### src/hdl/dfr_pkg.sv
// Shared types, widths and command encodings for the deferred free reclaimer.
// No dependencies; every other file imports this package.
package dfr_pkg;

	localparam int READER_DEPTH  = 16;
	localparam int PENDING_DEPTH = 32;
	localparam int MAX_RESULTS   = 32;

	localparam int ID_W   = 16;
	localparam int STEP_W = 64;
	localparam int HDL_W  = 64;

	localparam int RCW = $clog2(READER_DEPTH + 1);
	localparam int PCW = $clog2(PENDING_DEPTH + 1);
	localparam int RIW = (READER_DEPTH > 1) ? $clog2(READER_DEPTH) : 1;
	localparam int PIW = (PENDING_DEPTH > 1) ? $clog2(PENDING_DEPTH) : 1;

	typedef enum logic [1:0] {
		OPC_START = 2'd0,
		OPC_END   = 2'd1,
		OPC_FREE  = 2'd2,
		OPC_RSVD  = 2'd3
	} opcode_t;

	typedef enum logic [1:0] {
		STS_OK    = 2'd0,
		STS_REL   = 2'd1,
		STS_RFULL = 2'd2,
		STS_PFULL = 2'd3
	} status_t;

	typedef enum logic [1:0] {
		HS_ZERO,
		HS_IN,
		HS_MEM
	} hsel_t;

	typedef enum logic [4:0] {
		DP_NOP,
		DP_R_RD_PREV,
		DP_R_SHIFT,
		DP_R_INS,
		DP_P_RD_PREV,
		DP_P_SHIFT,
		DP_P_INS,
		DP_R_RD,
		DP_R_NEXT,
		DP_R_RD_NEXT,
		DP_R_PULL,
		DP_R_DEC,
		DP_R_RD0,
		DP_EARL,
		DP_P_DEC,
		DP_P_SETN,
		DP_P_RD,
		DP_P_EMIT,
		DP_P_PULL,
		DP_P_TRIM
	} dp_op_t;

	typedef enum logic [4:0] {
		ST_IDLE,
		ST_DISP,
		ST_RI_RD,
		ST_RI_CMP,
		ST_RI_WR,
		ST_PI_RD,
		ST_PI_CMP,
		ST_PI_WR,
		ST_E_RD,
		ST_E_CMP,
		ST_E_DEL,
		ST_E_DEL_WR,
		ST_E_EARL,
		ST_E_EARL_LD,
		ST_P_SCAN,
		ST_P_SCMP,
		ST_P_CNT,
		ST_P_RD,
		ST_P_EMIT,
		ST_P_CP,
		ST_P_CPW
	} state_t;

	typedef struct packed {
		logic [ID_W-1:0]   id;
		logic [STEP_W-1:0] step;
	} rrow_t;

	typedef struct packed {
		logic [STEP_W-1:0] step;
		logic [HDL_W-1:0]  hdl;
	} prow_t;

	typedef struct packed {
		dp_op_t  op;
		logic    emit;
		status_t e_status;
		hsel_t   e_hsel;
		logic    e_last;
	} dp_cmd_t;

	typedef struct packed {
		opcode_t op;
		logic    rcnt_zero;
		logic    rfull;
		logic    pfull;
		logic    ri_zero;
		logic    ri_at_cnt;
		logic    ri_last;
		logic    r_gt_new;
		logic    r_id_hit;
		logic    pi_zero;
		logic    p_lt_new;
		logic    p_lt_earl;
		logic    tail_empty;
		logic    left_one;
		logic    pj_at_cnt;
		logic    out_free;
	} dp_sts_t;

endpackage

### src/hdl/dfr_ctrl.sv
// Sequencer for the deferred free reclaimer: walks the sorted tables step by step.
// Depends on dfr_pkg; drives dfr_dp through dp_cmd_t and reads dp_sts_t.
module dfr_ctrl (
	input  logic             clk,
	input  logic             arst_n,
	input  logic             in_acc,
	input  dfr_pkg::dp_sts_t st,
	output dfr_pkg::dp_cmd_t cmd,
	output logic             idle
);
	import dfr_pkg::*;

	state_t state_q, state_nx;

	always_ff @(posedge clk or negedge arst_n) begin
		if (!arst_n) begin
			state_q <= ST_IDLE;
		end else begin
			state_q <= state_nx;
		end
	end

	always_comb begin
		state_nx = state_q;
		unique case (state_q)
			ST_IDLE: begin
				if (in_acc) state_nx = ST_DISP;
			end
			ST_DISP: begin
				unique case (st.op)
					OPC_START: begin
						if (st.rfull) begin
							if (st.out_free) state_nx = ST_IDLE;
						end else begin
							state_nx = ST_RI_RD;
						end
					end
					OPC_FREE: begin
						if (st.rcnt_zero || st.pfull) begin
							if (st.out_free) state_nx = ST_IDLE;
						end else begin
							state_nx = ST_PI_RD;
						end
					end
					OPC_END: state_nx = ST_E_RD;
					OPC_RSVD: begin
						if (st.out_free) state_nx = ST_IDLE;
					end
					default: state_nx = ST_IDLE;
				endcase
			end
			ST_RI_RD:  state_nx = st.ri_zero ? ST_RI_WR : ST_RI_CMP;
			ST_RI_CMP: state_nx = st.r_gt_new ? ST_RI_RD : ST_RI_WR;
			ST_RI_WR: begin
				if (st.out_free) state_nx = ST_IDLE;
			end
			ST_PI_RD:  state_nx = st.pi_zero ? ST_PI_WR : ST_PI_CMP;
			ST_PI_CMP: state_nx = st.p_lt_new ? ST_PI_RD : ST_PI_WR;
			ST_PI_WR: begin
				if (st.out_free) state_nx = ST_IDLE;
			end
			ST_E_RD:     state_nx = st.ri_at_cnt ? ST_E_EARL : ST_E_CMP;
			ST_E_CMP:    state_nx = st.r_id_hit ? ST_E_DEL : ST_E_RD;
			ST_E_DEL:    state_nx = st.ri_last ? ST_E_EARL : ST_E_DEL_WR;
			ST_E_DEL_WR: state_nx = ST_E_DEL;
			ST_E_EARL: begin
				if (!st.rcnt_zero) begin
					state_nx = ST_E_EARL_LD;
				end else if (st.out_free) begin
					state_nx = ST_IDLE;
				end
			end
			ST_E_EARL_LD: state_nx = ST_P_SCAN;
			ST_P_SCAN:    state_nx = st.pi_zero ? ST_P_CNT : ST_P_SCMP;
			ST_P_SCMP:    state_nx = st.p_lt_earl ? ST_P_SCAN : ST_P_CNT;
			ST_P_CNT: begin
				if (!st.tail_empty) begin
					state_nx = ST_P_RD;
				end else if (st.out_free) begin
					state_nx = ST_IDLE;
				end
			end
			ST_P_RD: state_nx = ST_P_EMIT;
			ST_P_EMIT: begin
				if (st.out_free) state_nx = st.left_one ? ST_P_CP : ST_P_RD;
			end
			ST_P_CP:  state_nx = st.pj_at_cnt ? ST_IDLE : ST_P_CPW;
			ST_P_CPW: state_nx = ST_P_CP;
			default:  state_nx = ST_IDLE;
		endcase
	end

	always_comb begin
		cmd          = '0;
		cmd.op       = DP_NOP;
		cmd.e_status = STS_OK;
		cmd.e_hsel   = HS_ZERO;
		cmd.e_last   = 1'b1;
		idle         = 1'b0;
		unique case (state_q)
			ST_IDLE: idle = 1'b1;
			ST_DISP: begin
				unique case (st.op)
					OPC_START: begin
						if (st.rfull) begin
							cmd.emit     = st.out_free;
							cmd.e_status = STS_RFULL;
						end
					end
					OPC_FREE: begin
						if (st.rcnt_zero) begin
							cmd.emit     = st.out_free;
							cmd.e_status = STS_REL;
							cmd.e_hsel   = HS_IN;
						end else if (st.pfull) begin
							cmd.emit     = st.out_free;
							cmd.e_status = STS_PFULL;
						end
					end
					OPC_END: ;
					OPC_RSVD: cmd.emit = st.out_free;
					default: ;
				endcase
			end
			ST_RI_RD: begin
				if (!st.ri_zero) cmd.op = DP_R_RD_PREV;
			end
			ST_RI_CMP: begin
				if (st.r_gt_new) cmd.op = DP_R_SHIFT;
			end
			ST_RI_WR: begin
				if (st.out_free) begin
					cmd.op   = DP_R_INS;
					cmd.emit = 1'b1;
				end
			end
			ST_PI_RD: begin
				if (!st.pi_zero) cmd.op = DP_P_RD_PREV;
			end
			ST_PI_CMP: begin
				if (st.p_lt_new) cmd.op = DP_P_SHIFT;
			end
			ST_PI_WR: begin
				if (st.out_free) begin
					cmd.op   = DP_P_INS;
					cmd.emit = 1'b1;
				end
			end
			ST_E_RD: begin
				if (!st.ri_at_cnt) cmd.op = DP_R_RD;
			end
			ST_E_CMP: begin
				if (!st.r_id_hit) cmd.op = DP_R_NEXT;
			end
			ST_E_DEL:    cmd.op = st.ri_last ? DP_R_DEC : DP_R_RD_NEXT;
			ST_E_DEL_WR: cmd.op = DP_R_PULL;
			ST_E_EARL: begin
				if (!st.rcnt_zero) begin
					cmd.op = DP_R_RD0;
				end else begin
					cmd.emit = st.out_free;
				end
			end
			ST_E_EARL_LD: cmd.op = DP_EARL;
			ST_P_SCAN: begin
				if (!st.pi_zero) cmd.op = DP_P_RD_PREV;
			end
			ST_P_SCMP: begin
				if (st.p_lt_earl) cmd.op = DP_P_DEC;
			end
			ST_P_CNT: begin
				if (!st.tail_empty) begin
					cmd.op = DP_P_SETN;
				end else begin
					cmd.emit = st.out_free;
				end
			end
			ST_P_RD: cmd.op = DP_P_RD;
			ST_P_EMIT: begin
				if (st.out_free) begin
					cmd.op       = DP_P_EMIT;
					cmd.emit     = 1'b1;
					cmd.e_status = STS_REL;
					cmd.e_hsel   = HS_MEM;
					cmd.e_last   = st.left_one;
				end
			end
			ST_P_CP:  cmd.op = st.pj_at_cnt ? DP_P_TRIM : DP_P_RD;
			ST_P_CPW: cmd.op = DP_P_PULL;
			default: ;
		endcase
	end

endmodule

### config.mk
export PLATFORM = sky130hd
export DESIGN_NAME = dfr_ctrl
export DESIGN_NICKNAME = d
export VERILOG_FILES = /design/src/hdl/dfr_pkg.sv /design/src/hdl/dfr_ctrl.sv
export SDC_FILE = /design/constraint.sdc
export NUM_CORES = 1
export LEC_CHECK = 0
export BUFFER_PORTS_ARGS = -buffer_cell sky130_fd_sc_hd__buf_2
export CORE_ASPECT_RATIO = 1.2
export CORE_UTILIZATION = 57
export CTS_CLUSTER_DIAMETER = 200
export DETAILED_ROUTE_END_ITERATION = 8
export MAX_ROUTING_LAYER = met4
export PLACE_DENSITY = 0.95
export SETUP_SLACK_MARGIN = 0.1
export SLEW_MARGIN = 25
export SYNTH_ARGS = -nofsm -noshare
export SYNTH_HDL_FRONTEND = slang
export SYNTH_SLANG_ARGS = --single-unit
### constraint.sdc
create_clock -name clk -period 3.15 [get_ports clk]
set_input_delay 0.315 -clock clk [delete_from_list [all_inputs] [get_ports clk]]
set_output_delay 0.315 -clock clk [all_outputs]
set_load 0.01 [all_outputs]
; ---- Yosys cells after proc, flatten, opt, wreduce, memory -nomap -nowiden
; Cells that the tools add are included.
[totals]
regBits = 5
in_bits = 20
out_inout_bits = 12
wordCells = 80
[op_classes]
n_eq_ne = 25
n_mux = 48
reduce_logical = 6
[op_table]
columns = operator, count
row1 = $pmux 5 s20, 1
row2 = $pmux 5 s18, 1
row3 = $mux 5, 10
row4 = $eq 5x4->1 const B, 8
row5 = $mux 3, 11
row6 = $eq 5x5->1 const B, 5
row7 = $eq 5x3->1 const B, 4
row8 = $mux 4, 5
row9 = $pmux 5 s4, 1
row10 = $mux 2, 6
row11 = $mux 11, 1
row12 = $eq 5x2->1 const B, 2
row13 = $mux 1, 8
row14 = $pmux 4 s2, 1
row15 = $pmux 1 s6, 1
row16 = $eq 5x1->1 const B, 1
row17 = $logic_not 5->1, 1
row18 = $eq 2x2->1 const B, 2
row19 = $ne 2x2->1 const B, 2
row20 = $pmux 2 s2, 1
row21 = $reduce_or 2->1, 2
row22 = $pmux 1 s3, 1
row23 = $eq 2x1->1 const B, 1
row24 = $logic_not 2->1, 1
row25 = 2 further kinds, 2

; ---- Longest topological paths before layout
; Gate-level depths: netlist of run 1.
[logic_depth]
depth_word = 4
ltp_mapped = 7
depth_no_buf = 4

; ---- Worst setup path before layout of run 1
; No wires, ideal clock.
[synth_timing]
path_type = register to output
startpoint = register state_q[4]
endpoint = output cmd[7] in the netlist's numbering
t_arrival_ns = 1.568
required_ns = 2.835
path_slack_ns = 1.267
stages_incl_launch_ff = 6
path_buffers = 1
path_cell_list = dfrtp_1 buf_6 or4b_4 or3_4 o31ai_2 or3_1
[synth_lines]
columns = item, line_no
row1 = "start, declared", dfr_ctrl.sv:13  ; state_t state_q, state_nx;
row2 = "start signal, assigned", dfr_ctrl.sv:19  ; state_q <= state_nx;
row3 = "end, declared", dfr_ctrl.sv:8  ; output dfr_pkg::dp_cmd_t cmd,

==> flow_summary_export.csv, run 1 <==
group,metric,value,unit
run_status,status,"finished, final reports clean",
cells_and_area,multi_input_area,917,sq um
sta,slew-limit-headroom,0.483,
cells_and_area,largest_register_ffs,5,
global_routing,first_global_vias,1305,
cells_and_area,final.fill_count,158,
clock_tree,cts_tree,"done",
sta,rsz0062_at_grt,"no",
cells_and_area,top_register,"state_q",
critical_path,slowest_delay,0.84,ns
critical_path,critical_path.endpoint_type,"output pin",
cells_and_area,num_antenna_cells,0,
cells_and_area,syn_to_final_growth,13.9,%
route,drtAntennaViolNets,0,
route,wl_met2,1810,um
yosys,yosysSeqAreaShare,0.108,
clock_tree,h-tree-depth,1,
placed_design,place_ws,0.847,ns
route,first_pass_iters,7,
global_routing,grt_pass1_wl,6040,um
route,wl_met1,1390,um
cells_and_area,top_regs,"state_q x5",
cells_and_area,drive_gt1_frac,0.280,
route,dr.first_iter.drc_count,98,
sta,setup_tns,0,ns
cells_and_area,regArea,125,sq um
placed_design,io_buffers,31,
die,die_h,51.4,um
yosys,synthCells,165,
route,routedWlPerCell,17.6,um
clock_tree,clockBufferDepth,2,
power_and_ir_drop,p_sw,0.591,mW
critical_path,crit_slowest_cell,"dfrtp_1",
clock_tree,worst_skew_pair.late_latency,0.25,ns
critical_path,regToRegSetupSlack,1.12,ns
critical_path,critical_path_class,"reg2out",
power_and_ir_drop,comb_power_share,0.726,
sta,slew_violations,0,
die,core_region_area,1870,sq um
critical_path,cp-start-kind,"register",
global_routing,grt_max_degree,29,
power_and_ir_drop,intPower,0.496,mW
hold_path,hold_path_class,"in2reg",
yosys,synth.distinct_cells,56,
critical_path,cp.required,2.83,ns
route,wl_met3,378,um
die,initial_core_util,0.620,
clock_tree,cts_buffers,3,
sta,finalCritPeriodShare,0.833,
die,die-area,2220,sq um
power_and_ir_drop,powerDensity,823,nW/um^2
route,avgViaCountPerCell,7.16,
route,drc,0,
die,die_w,43.2,um
placed_design,dp.cells,203,
power_and_ir_drop,swShare,0.544,
yosys,synth_edf_count,0,
route,topRoutingLayerUsed,"met4",
clock_tree,ctsRootBufferMaster,"clkbuf_4",
yosys,synthTopCellsByArea,"dfrtp_1 (11%), nor2b_1 (5.4%), a21oi_1 (4.3%)",
sta,fin_crit,2.62,ns
sta,finalHoldViolCount,0,
power_and_ir_drop,peakVddDrop,479,uV
power_and_ir_drop,pwr-share-seq,0.200,
sta,setup_viol,0,
yosys,synth_top_area_cell,"dfrtp_1",
die,std_cell_rows,17,
cells_and_area,layout.cells.non_filler,208,
yosys,yosysTopAreaCellShare,0.108,
global_routing,track_usage,0.357,
global_routing,grt_overflow_total,0,
sta,worst_clock_skew,0.000641,ns
critical_path,worstPathMaxFanout,26,
die,io_pins,32,
yosys,synthesis.area_per_instance,7.03,sq um
sta,setup_ws,0.527,ns
yosys,syn_nets,185,
cells_and_area,nNetsFinal,210,
yosys,yosys_warnings,0,
sta,fmax,0.381,GHz
global_routing,antenna_found_initial,0,
critical_path,critPathArrivalTime,2.31,ns
critical_path,cp_cell_sequence,"or3_1 > o31a_1 > o32ai_1 > or4_1 > buf_2",
placed_design,hpwl,2690,um
sta,tightest_slew,0.775,ns
clock_tree,numClockSinks,5,
power_and_ir_drop,clkPwrFrac,0.073,
power_and_ir_drop,p_leak,0.602,nW
yosys,yosys_register_bits,5,
route,vias,1490,
yosys,syn_area,1160,sq um
yosys,ys_async_sr_fraction,1.00,
route,drt_wl_total,3670,um
clock_tree,path_clk_slew,0.05,ns
job,drv_cap,0,
placed_design,gp_congestion,0.978,
yosys,ys.flop_type,"dfrtp_1",
==> cell type report <==
type,count,area share
inverter,7,0.0199
sequential,5,0.0947
tap,19,0.0180
timing repair buffer,37,0.153
multi-input combinational,136,0.694
clock buffer,4,0.0199
==> kinds of logic (layout without fill, tap and decap cells) <==
family,Yosys count,after routing,synth area share
simple gates,84,84,0.464
compound gates,50,50,0.310
buf+inv,24,48,0.101
flops,5,5,0.108
mux,2,2,0.0173
==> routing by layer <==
metal / up-vias / GRT usage
met5: - / -
met4: 0 / 0.0707
met3: 15 / 0.0353
met2: 129 / 0.617
met1: 659 / 0.451
li1: 687 / -
==> Yosys cell counts (2+ instances only) <==
cell,count
mux2i_1,2
o21a_1,2
a21o_1,2
inv_1,7
nand3_1,4
nand2_1,5
o31a_1,2
a21oi_1,10
and3_1,4
nor2_1,10
nand4_1,3
dfrtp_1,5
o2111ai_1,2
o21ai_0,8
or3b_2,2
a211o_1,2
and3b_1,2
or3_1,6
buf_2,10
nand4b_1,2
or4bb_1,2
nor3b_1,3
clkbuf_1,3
nand2b_1,5
or2_2,5
nor4_1,2
o32ai_1,4
buf_4,2
or4_1,2
o22ai_1,4
nor2b_1,10
nor3_1,9
==> worst max-delay path, delay by kind of cell, from the launching register on <==
kind                   cells  cell delay (ns)
AO/OA/AOI/OAI              2             0.27
flip-flops                 1             0.84
buffers and inverters      1             0.15
AND/OR/NAND/NOR            2             0.80
==> power groups by stage <==
stage          clock (mW)  sequential [mW]  combinational, mW
2_1_floorplan           0            0.114              0.681
3_3_place_gp            0            0.206              0.756
3_5_place_dp            0            0.208              0.769
4_1_cts            0.0792            0.208              0.773
5_1_grt            0.0800            0.223              0.863
6_report           0.0797            0.218              0.790
==> per-stage QoR <==
stage          area (sq um)  hold WS (ns)   util  total power, mW
3_3_place_gp           1280         0.127  0.686            0.963
5_1_grt                1320         0.412  0.706             1.17
6_report               1320         0.391  0.706             1.09
2_1_floorplan          1160        0.0194      -            0.795
3_5_place_dp           1280         0.134  0.686            0.977
4_1_cts                1320         0.390  0.706             1.06
==> what timing repair did <==
item | in CTS | in global routing
hold buffers | 1 | 0
resized for setup | 0 | 0
endpoints found under the hold margin | 5 | 0
setup buffers | 0 | 0
==> final timing paths <==
| path | startpoint | endpoint | cells past startpoint |
|---|---|---|---|
| worst max-delay path | state_q[2] | cmd[6] | 5 |
| worst min-delay path | st[5] | state_q[1] | 3 |
| worst max register to register | state_q[2] | state_q[0] | 5 |
| worst min register to register | state_q[1] | state_q[2] | 1 |
| max in group asynchronous | arst_n | state_q[0] | 2 |
| min in group asynchronous | arst_n | state_q[2] | 2 |
==> layout by cell type, fill, tap and decap left out, types with 6 or more instances in the layout <==
cell type,Yosys,layout
nor2b_1,10,10
a21oi_1,10,10
o21ai_0,8,8
buf_2,10,31
inv_1,7,7
or3_1,6,6
nor2_1,10,10
nor3_1,9,9
(Power assumes the default switching activity.)
==> inputs of run 2 (changes only) <==
Settings changed: ABC_AREA from default to 1, CORE_UTILIZATION 57 to 46, PLACE_DENSITY 0.95 to 0.86.
Clock period 3.15 ns to 2.2 ns, I/O delays scaled along.
==> run 2 against run 1 <==
Net effect:
- non-clock buffer count decreased by 4
- final cell count increased by 26%
- sequential cell count unchanged
- clock skew increased by 0.0030 ns
- area after synthesis decreased by 12%
- synthesized cell count increased by 19%
- cell area decreased by 5.6%
- total power increased by 4.0%
- global-route usage decreased by 6.0 points
- die area increased by 8.2%
- clock power increased by 43%
- setup slack got worse by 0.31 ns
- largest cell class unchanged
- highest routed layer unchanged
==> flow_summary_export.csv, run 2 <==
group,metric,value,unit
run_status,status,"finished, final reports clean",
critical_path,critical_path.endpoint_type,"output pin",
critical_path,cpMostUsedCell,"nand2_1",
sta,tightest_slew,0.381,ns
yosys,ys.flop_type,"dfrtp_1",
route,first_pass_iters,4,
sta,finalCritPeriodShare,0.900,
cells_and_area,top_regs,"state_q x5",
global_routing,antenna_found_initial,0,
yosys,ys_async_sr_fraction,1.00,
route,avgViaCountPerCell,5.29,
route,routedWlPerCell,11.6,um
die,io_pins,32,
power_and_ir_drop,p_leak,0.804,nW
critical_path,worstPathMaxFanout,8,
placed_design,io_buffers,31,
cells_and_area,syn_to_final_growth,22.8,%
yosys,synth_top_family_by_area,"simple AND/OR/NAND/NOR gates",
yosys,yosysSeqAreaShare,0.123,
yosys,yosysTopAreaCellShare,0.214,
power_and_ir_drop,comb_power_share,0.724,
die,initial_core_util,0.490,
cells_and_area,final.fill_count,219,
critical_path,slowest_delay,0.56,ns
cells_and_area,final_common_cell,"nand2_1",
yosys,synthCells,196,
yosys,yosys_warnings,0,
clock_tree,cts_buffers,3,
yosys,syn_area,1020,sq um
yosys,yosys-mux-area-fraction,0,
route,drc,0,
die,die-area,2400,sq um
route,dr.first_iter.drc_count,80,
global_routing,track_usage,0.298,
critical_path,cp_cell_sequence,"nand2_1 > nor2_2 > nand2_1 > or2_2 > buf_2",
critical_path,critical_path_class,"reg2out",
yosys,synthesis.area_per_instance,5.18,sq um
sta,finalHoldViolCount,0,
power_and_ir_drop,swShare,0.572,
critical_path,cp.required,1.98,ns
global_routing,grt_max_degree,9,
die,die_h,53.5,um
job,drv_cap,0,
critical_path,regToRegSetupSlack,0.66,ns
yosys,synthMostInstantiatedCell,"nand2_1",
sta,fin_crit,1.98,ns
clock_tree,h-tree-depth,1,
sta,setup_tns,0,ns
die,die_w,44.9,um
cells_and_area,top_register,"state_q",
placed_design,hpwl,2480,um
global_routing,grt_pass1_wl,4950,um
power_and_ir_drop,peakVddDrop,725,uV
critical_path,critPathArrivalTime,1.76,ns
route,vias,1385,
power_and_ir_drop,powerDensity,906,nW/um^2
hold_path,hold_path_class,"in2async",
clock_tree,worst_skew_pair.late_latency,0.26,ns
cells_and_area,drive_gt1_frac,0.241,
yosys,synth.distinct_cells,25,
die,std_cell_rows,18,
clock_tree,numClockSinks,5,
route,drtAntennaViolNets,0,
yosys,synth-compound-area-share,0.142,
critical_path,timing.rr.end,"state_q[2]",
yosys,yosys_register_bits,5,
power_and_ir_drop,clkPwrFrac,0.101,
critical_path,cp-start-kind,"register",
cells_and_area,num_antenna_cells,0,
yosys,synth_edf_count,0,
yosys,syn_nets,216,
power_and_ir_drop,intPower,0.484,mW
yosys,synthTopCellsByArea,"nand2_1 (21%), dfrtp_1 (12%), inv_1 (12%)",
global_routing,first_global_vias,1201,
clock_tree,cts_tree,"done",
power_and_ir_drop,pwr-share-seq,0.176,
cells_and_area,nNetsFinal,253,
critical_path,reg2reg_depth,7,
sta,setup_viol,0,
sta,slew-limit-headroom,0.746,
critical_path,reg2reg_from,"state_q[4]",
cells_and_area,layout_common_cells,"nand2_1 (58), inv_1 (32), buf_2 (31)",
clock_tree,path_clk_slew,0.05,ns
cells_and_area,fin_util,0.602,
yosys,yosys.area_share.simple,0.591,
placed_design,gp_congestion,0.993,
route,drt_wl_total,3040,um
clock_tree,ctsRootBufferMaster,"clkbuf_4",
yosys,synth_top_area_cell,"nand2_1",
sta,hold_slack,0.302,ns
yosys,synthTopCellsByCount,"nand2_1 (58), inv_1 (32), nor2_1 (23), nand3_1 (21), o21ai_0 (10)",
power_and_ir_drop,p_sw,0.647,mW
sta,rsz0062_at_grt,"no",
sta,fmax,0.505,GHz
yosys,synth_fa_ha_area_frac,0,
sta,worst_clock_skew,0.00359,ns
global_routing,grt_overflow_total,0,
cells_and_area,largest_register_ffs,5,
critical_path,crit_slowest_cell,"dfrtp_1",
sta,slew_violations,0,
yosys,synth_xor_area_frac,0,
clock_tree,clockBufferDepth,2,
die,core_region_area,2070,sq um
[run 2: power groups by stage]
stage	sequential (mW)	clock, mW	combinational (mW)
finish	0.199	0.114	0.818
floorplan	0.186	0	0.580
CTS	0.197	0.119	0.787
detailed placement	0.198	0	0.783
global placement	0.196	0	0.779
global route	0.204	0.125	0.913
[run 2: layout make-up]
cell class / count / area [sq um] / area share
Multi-Input combinational cell: 153 / 747 / 0.599
Clock buffer: 4 / 26.3 / 0.0211
Tap cell: 30 / 37.5 / 0.0301
Sequential cell: 5 / 125 / 0.100
Timing Repair Buffer: 33 / 173 / 0.138
Inverter: 37 / 139 / 0.111
[run 2: worst max path at each step]
stage	start	endpoint	slack, ns	cells after the start
2_1_floorplan	state_q[2]	cmd[0]	0.69	5
3_3_place_gp	state_q[2]	cmd[0]	0.50	6
3_5_place_dp	state_q[2]	cmd[0]	0.43	6
4_1_cts	state_q[2]	cmd[0]	0.14	6
5_1_grt	state_q[4]	cmd[8]	0.10	8
6_report	state_q[4]	cmd[0]	0.22	5
[run 2: repair_timing]
action,in CTS,in global routing
setup buffers,0,1
setup endpoints to repair,0,2
hold buffers,1,0
gates resized for setup,0,1
hold endpoints to repair,5,0
[run 2: cell families (layout without fill, tap and decap cells)]
family / count (synthesis) / in the layout
AOI/OAI and AO/OA: 24 / 24
DFF: 5 / 5
and+or+nand+nor: 129 / 129
buffers and inverters: 38 / 74
[run 2: metrics by stage]
stage                     total power, mW  cell area (sq um)  cells  setup slack [ns]
final                                1.13               1250    262             0.220
after detailed placement            0.982               1200    256             0.435
after global routing                 1.24               1250    262             0.103
after CTS                            1.10               1240    261             0.144
after floorplan                     0.766               1020    196             0.686
after global placement              0.975               1200    256             0.503
[run 2: per-layer routing]
layer	GRT usage	vias up	part of all wire
met5	-	-	0
met4	0.207	0	0.042
met3	0.0648	14	0.074
met2	0.446	79	0.45
met1	0.350	593	0.43
li1	-	699	-
[run 2: critical path: cells and delay by family, from the launching register on]
kind	cells	cell delay [ns]
simple gates	4	0.81
buf+inv	1	0.14
flops	1	0.56
==> inputs of run 3 (changes only) <==
Settings changed: ABC_AREA 1 to default, CORE_UTILIZATION 46 to 48, PLACE_DENSITY 0.86 to 0.87.
==> run 3 against run 2 <==
Net effect:
- sequential share of layout area is 2.4 points lower
- total power rose by 97%
- critical path depth unchanged
- final cell count decreased by 2.3%
- combinational power rose by 130%
==> flow_summary_export.csv, run 3 (synthesis gave the netlist of run 1 again) <==
group,metric,value,unit
critical_path,worstPathMaxFanout,7,
sta,worst_clock_skew,0.00673,ns
die,std_cell_rows,19,
sta,finalCritPeriodShare,0.991,
sta,fin_crit,2.18,ns
cells_and_area,num_antenna_cells,0,
global_routing,track_usage,0.385,
cells_and_area,drive_gt1_frac,0.471,
route,first_pass_iters,7,
cells_and_area,fin_util,0.754,
sta,setup_tns,0,ns
global_routing,grt_max_degree,13,
cells_and_area,syn_to_final_growth,48.3,%
placed_design,place_ws,0.166,ns
clock_tree,numClockSinks,5,
route,drc,0,
critical_path,critical_path.endpoint_type,"output pin",
cells_and_area,layout_common_cells,"buf_4 (36), buf_2 (31), nor3_1 (9), a21oi_1 (9), nor2_1 (9)",
power_and_ir_drop,p_leak,0.800,nW
sta,fmax,0.459,GHz
global_routing,first_global_vias,1559,
placed_design,io_buffers,31,
route,drtAntennaViolNets,0,
sta,rsz0062_at_grt,"yes",
critical_path,reg2reg_depth,7,
clock_tree,cts_tree,"done",
route,routedWlPerCell,19.8,um
clock_tree,h-tree-depth,1,
global_routing,met2_usage,0.603,
global_routing,grtUsageMet1,0.464,
power_and_ir_drop,power,2.23,mW
cells_and_area,nNetsFinal,246,
clock_tree,ctsRootBufferMaster,"clkbuf_4",
clock_tree,cts_buffers,3,
placed_design,dpl-instance-area,1400,sq um
cells_and_area,final_common_cell,"buf_4",
critical_path,startpoint,"state_q[2]",
sta,hold_slack,0.313,ns
clock_tree,path_clk_slew,0.04,ns
route,dr.first_iter.drc_count,147,
cells_and_area,largest_register_ffs,5,
placed_design,hpwl,2940,um
power_and_ir_drop,peakVddDrop,934,uV
route,vias,1740,
sta,setup_ws,0.0205,ns
placed_design,gp_congestion,1.02,
global_routing,grt_overflow_total,0,
critical_path,slowest_delay,0.57,ns
die,core_region_area,2280,sq um
sta,slew_violations,0,
global_routing,antenna_found_initial,0,
critical_path,cp_cell_sequence,"or4b_4 > or3_4 > o31ai_4 > or3_1 > buf_2",
sta,slew-limit-headroom,0.699,
critical_path,path_depth,5,
cells_and_area,top_register,"state_q",
route,avgViaCountPerCell,6.80,
critical_path,timing.rr.end,"state_q[0]",
hold_path,hold_path_class,"in2reg",
critical_path,path_delay_family,"simple AND/OR/NAND/NOR gates",
cells_and_area,layout.cells.non_filler,256,
die,die_h,55.9,um
placed_design,dp.cells,228,
critical_path,crit_slowest_cell,"or4b_4",
critical_path,cp_num_buf_inv,1,
die,die_w,46.9,um
critical_path,critical_path_class,"reg2out",
global_routing,met3_usage,0.0487,
sta,tightest_slew,0.450,ns
job,drv_cap,0,
die,die-area,2620,sq um
global_routing,gr-max-usage-layer,"met2",
die,initial_core_util,0.508,
run_status,status,"finished, final reports clean",
cells_and_area,top_regs,"state_q x5",
sta,finalHoldViolCount,0,
clock_tree,worst_skew_pair.late_latency,0.25,ns
global_routing,grt_pass1_wl,7230,um
critical_path,reg2reg_from,"state_q[2]",
critical_path,cp.required,1.98,ns
cells_and_area,design_area,1720,sq um
critical_path,regToRegSetupSlack,0.35,ns
clock_tree,clockBufferDepth,2,
die,io_pins,32,
route,drt_wl_total,5070,um
power_and_ir_drop,powerDensity,1300,nW/um^2
sta,setup_viol,0,
critical_path,cp-start-kind,"register",
critical_path,endpoint,"cmd[7]",
critical_path,critPathArrivalTime,1.96,ns
[run 3: layout make-up]
| type | count | area, sq um |
|---|---|---|
| tap | 31 | 38.8 |
| timing repair buffer | 73 | 492 |
| inverter | 7 | 26.3 |
| clock buffer | 4 | 26.3 |
| multi-input combinational | 136 | 1010 |
| sequential | 5 | 131 |
| fill | 164 | 562 |
[run 3: per-layer routing]
metal | vias to the layer above | share of wire
li1 | 754 | -
met1 | 791 | 0.37
met2 | 149 | 0.47
met3 | 46 | 0.090
met4 | 0 | 0.074
met5 | - | 0
[run 3: how the worst min path moves through the flow]
stage | startpoint | endpoint | cells after the start
2_1_floorplan | arst_n | state_q[0] | 0
3_3_place_gp | arst_n | state_q[1] | 1
3_5_place_dp | arst_n | state_q[3] | 1
4_1_cts | st[5] | state_q[1] | 3
5_1_grt | st[5] | state_q[1] | 3
6_report | st[5] | state_q[1] | 3
[run 3: power breakdown]
group	total (mW)	internal, mW	switching, mW
Combinational	1.89	0.928	0.964
Clock	0.108	0.0686	0.0389
Sequential	0.228	0.142	0.0863
Total	2.23	1.14	1.09
[run 3: repair_timing]
action / CTS / global route
hold endpoints to repair: 5 / 0
endpoints found under the setup margin: 7 / 8
pin swaps: 1 / 2
setup buffers: 19 / 4
resized for setup: 14 / 19
hold buffers: 1 / 0
[run 3: worst min-delay path: stages]
cell     delay [ns]
buf_2          0.09
or3_1          0.10
nand4_1        0.09
